$ cat src/design/mmts_pkg.sv
`default_nettype none
// ----------------------------------------------------------------------------
// mmts_pkg
// Shared types and codes for the min/max tracking stack.
// ----------------------------------------------------------------------------
package mmts_pkg;

    localparam int DefStackDepth = 64;
    localparam int WordWidth     = 32;

    typedef logic signed [WordWidth-1:0] t_word;

    localparam logic [1:0] OP_QUERY = 2'd0;
    localparam logic [1:0] OP_PUSH  = 2'd1;
    localparam logic [1:0] OP_POP   = 2'd2;

    localparam logic [1:0] ST_OK    = 2'd0;
    localparam logic [1:0] ST_EMPTY = 2'd1;
    localparam logic [1:0] ST_FULL  = 2'd2;

    typedef struct packed {
        logic push;
        logic pop;
    } t_shift_ctl;

    typedef struct packed {
        logic [1:0] status;
        logic       is_empty;
        t_word      top_value;
        t_word      min_value;
        t_word      max_value;
    } t_result;

endpackage
`default_nettype wire

$ cat src/design/mmts_cell.sv
`default_nettype none
// ----------------------------------------------------------------------------
// mmts_cell
// One stack entry: loads its left neighbor on push, its right one on pop.
// ----------------------------------------------------------------------------
module mmts_cell
    import mmts_pkg::*;
(
    input  wire logic       i_clk,
    input  wire t_shift_ctl i_ctl,
    input  wire t_word      i_from_left,
    input  wire t_word      i_from_right,
    output t_word           o_value
);

    t_word r_value;

    always_ff @(posedge i_clk) begin
        if (i_ctl.push) begin
            r_value <= i_from_left;
        end else if (i_ctl.pop) begin
            r_value <= i_from_right;
        end
    end

    assign o_value = r_value;

endmodule
`default_nettype wire

$ cat src/design/mmts_chain.sv
`default_nettype none
// ----------------------------------------------------------------------------
// mmts_chain
// A row of cells forming one shift stack; cell 0 is the top.
// ----------------------------------------------------------------------------
module mmts_chain
    import mmts_pkg::*;
#(
    parameter int STACK_DEPTH = DefStackDepth
) (
    input  wire logic       i_clk,
    input  wire t_shift_ctl i_ctl,
    input  wire t_word      i_push_word,
    output t_word           o_top0,
    output t_word           o_top1
);

    t_word w_cell [STACK_DEPTH];

    genvar g;
    generate
        for (g = 0; g < STACK_DEPTH; g++) begin : g_cell
            t_word w_left;
            t_word w_right;
            if (g == 0) begin : g_first
                assign w_left = i_push_word;
            end else begin : g_mid
                assign w_left = w_cell[g-1];
            end
            if (g == STACK_DEPTH - 1) begin : g_last
                assign w_right = w_cell[g];
            end else begin : g_inner
                assign w_right = w_cell[g+1];
            end
            mmts_cell u_cell (
                .i_clk        (i_clk),
                .i_ctl        (i_ctl),
                .i_from_left  (w_left),
                .i_from_right (w_right),
                .o_value      (w_cell[g])
            );
        end
    endgenerate

    assign o_top0 = w_cell[0];
    assign o_top1 = w_cell[1];

endmodule
`default_nettype wire
$ cat config.mk
export PLATFORM = sky130hd
export DESIGN_NAME = mmts_chain
export DESIGN_NICKNAME = d
export VERILOG_FILES = /design/src/design/mmts_pkg.sv /design/src/design/mmts_cell.sv /design/src/design/mmts_chain.sv
export SDC_FILE = /design/constraint.sdc
export NUM_CORES = 2
export LEC_CHECK = 0
export ABC_AREA = 0
export ABC_CLOCK_PERIOD_IN_PS = 1900
export BUFFER_PORTS_ARGS = -buffer_cell sky130_fd_sc_hd__buf_2
export CORE_MARGIN = 2
export CORE_UTILIZATION = 64
export CTS_CLUSTER_SIZE = 24
export DETAILED_ROUTE_END_ITERATION = 12
export GPL_TIMING_DRIVEN = 0
export PLACE_DENSITY = 0.81
export SETUP_SLACK_MARGIN = 0.02
export SYNTH_ARGS = -nofsm -noshare
export SYNTH_HDL_FRONTEND = slang
export SYNTH_HIERARCHICAL = 1
export SYNTH_SLANG_ARGS = --single-unit
$ cat constraint.sdc
create_clock -name i_clk -period 1.9 [get_ports i_clk]
set_clock_uncertainty 0.1 [all_clocks]
set_input_delay 0.19 -clock i_clk [delete_from_list [all_inputs] [get_ports i_clk]]
set_output_delay 0.19 -clock i_clk [all_outputs]
set_load 0.005 [all_outputs]
==> impl_results.md <==
- Outcome: complete, but fails checks
- Failing checks: setup timing
- Htree depth: 4
- Final Hold Slack: between 0.3 and 0.4 ns
- MaxCap Viol Count: 0
- Share of layout cells above drive strength 1: 0.535
- NumNets Final: around 5000
- Synth-to-layout area growth: 12.3%
- Syn Nets: roughly 4500
- Worst-Margin Slew: ~1.4 ns
- Vias in the first global route: around 45000
- Minimum clock period: 2.00 ns
- Yosys warnings: 6
- Slew HR: 0.0876
- Largest net degree at the start of global routing: 65
- Logic pwr share: 0.150
- Cell variety after synth: 6
- Most frequent cells in the layout: 2048 x edfxtp_1, 1856 x mux2_4, 240 x dlygate4sd3_1, 203 x clkbuf_16, 193 x buf_12
- Vias per inst: a little under 6
- Mapped Area: 96500 um^2
- Gr usage total: 0.235
- CTS buffer count: between 200 and 250
- GRT overflow: 0
- Crit path DAT: between 2 and 2.5 ns
- Hold path depth: 3
- FP Rows: 142
- CTS tree: yes
- Hold Startpoint: i_ctl[1]
- Post-synth top area share: 0.637
- Die H: between 300 and 400 um
- Register area share after synthesis: 0.637
- HP Class: in -> reg
- Sequential fraction of design power: 0.539
- Initial antenna violation count: 1
- Crit Path Class: in -> reg
- First-pass detailed-route iteration total: 5
- Antenna viol nets, final: 0
- Worst vdd ir: ~1.0 mV
- Commonest non-fill, non-tap cell in the layout: edfxtp_1
- Leading area contributor after synthesis: edfxtp_1
- Max reg flops: slightly above 2000
- FF-to-FF path depth: 2
- RePlAce Congestion: 0.764
- # setup viols final: ~360
- Final wirelength: about 180000 um
- Crit-path cells: buf_6, dlygate4sd3_1, buf_12, or2_2
- Ranking of synthesized cells by area: edfxtp_1 64%, mux2_4 29%, buf_12 4.0%
- Synthesis-stage register bit count: 2048
- Worst setup startpoint: i_ctl[1]
- Max incr delay on CP: 0.80 ns
- Largest buffer count on any clock path: 3
- Pleak: approximately 44 nW
- Syn Inst Count: 4416
- # port buffers: 97
- Fin. max-slew vios: 0
- Pint: roughly 0.096 W
- 1st-iter DRT viols: 3679
- Slowest cell on the critical path: dlygate4sd3_1
- Starting Density: 0.644
- Worst skew pair latency: around 0.84 ns
- CP max FO: between 60 and 70
- Sw Ratio: 0.229
- Avg WL per Cell: between 20 and 30 um
- Setup TNS: -18.60 ns
- Global-route wire length before repair: approximately 280000 um
- Number of primary I/O pins: between 90 and 100
- Final hold vios: 0
- Tcrit/Tclk final: 1.05
- Clk root buf: clkbuf_16
- Reg2reg start: g_cell[1].u_cell/o_value[29]
- Detailed-route DRC error count: 0
- Critical Path End Type: register
- Avg Cell Area, Syn: between 20 and 25 um^2
- Sw Pwr: between 0.02 and 0.03 W
- Detailed Place HPWL: ~120000 um
- DIE WIDTH: slightly below 400 um
- CTS sink cnt: approximately 2000
- RSZ-0062 raised after global routing: yes
- Vias: around 42000
- Core area: ~150000 um^2
- Diodes inserted: 0
- CP required: 2.24 ns
- Final worst slack: -0.102 ns
- Fmax: 499 MHz
- Register clock-pin slew on the reported worst setup and hold paths: around 0.060 ns
- Die area: 154000 um^2
- Element type at the critical path start: input port
- PwrDens: 1140 nW/um^2
- Power share of the clock group: 0.312
per-stage QoR:
stage / setup WS (ns) / cells / area [um^2] / total power [W] / util
2_1_floorplan: 0.197 / 4416 / 96500 / 0.0795 / -
3_3_place_gp: -1.12 / 6529 / 99500 / 0.0837 / 0.664
3_5_place_dp: -1.07 / 6531 / 99500 / 0.0847 / 0.665
4_1_cts: 0.0235 / 7145 / 108000 / 0.124 / 0.723
5_1_grt: -0.0624 / 7145 / 108000 / 0.128 / 0.723
6_report: -0.102 / 7145 / 108000 / 0.124 / 0.723
power groups by stage:
stage                     Clock (W)  Sequential [W]  Combinational (W)
after global placement            0          0.0672             0.0165
after global routing         0.0411          0.0676             0.0195
after floorplan                   0          0.0643             0.0153
after CTS                    0.0393          0.0667             0.0183
final                        0.0387          0.0667             0.0185
after detailed placement          0          0.0675             0.0172
metal layers:
layer / vias up / track usage / routed length [um]
li1: 18500 / - / -
met1: 22000 / 0.352 / 83800
met2: 1337 / 0.356 / 81600
met3: 233 / 0.0478 / 12700
met4: 0 / 0.0544 / 3050
met5: - / 0 / 0
critical path, delay by kind of cell:
kind	cells	cell delay, ns
buffers and inverters	3	1.21
AND/OR/NAND/NOR	1	0.74
cell usage after synthesis, drive strengths merged:
master,instances
buf,256
mux2,2048
edfxtp,2048
or2,64
final timing paths:
| kind | to | slack, ns |
|---|---|---|
| max | g_cell[23].u_cell/o_value[14] | -0.10 |
| max reg2reg | g_cell[0].u_cell/o_value[29] | 0.18 |
| min | g_cell[31].u_cell/o_value[31] | 0.35 |
| min reg2reg | g_cell[1].u_cell/o_value[4] | 0.46 |
logic make-up (layout without fill, tap and decap cells):
family	Yosys count	in the layout	share of synthesized area
buffers and inverters	256	969	0.0473
flip-flops	2048	2048	0.637
multiplexers	2048	2048	0.311
AND/OR/NAND/NOR	64	64	0.00415
what timing repair did:
item / CTS / global route
setup buffers: 0 / 0
gates cloned: 0 / 0
hold buffers: 240 / 0
endpoints found under the hold margin: 2047 / 0
setup endpoints to repair: 1056 / 644
resized for setup: 33 / 10
layout make-up:
| class | count | area [um^2] |
|---|---|---|
| fillers | 8469 | 41400 |
| flip-flops and latches | 2048 | 61500 |
| plain buffers | 256 | 4560 |
| multi-input cells | 2112 | 30500 |
| well taps | 2016 | 2520 |
| clock buffers | 252 | 5260 |
| repair buffers | 339 | 2940 |
| clock inverters | 122 | 1100 |
(Power assumes the default switching activity.)
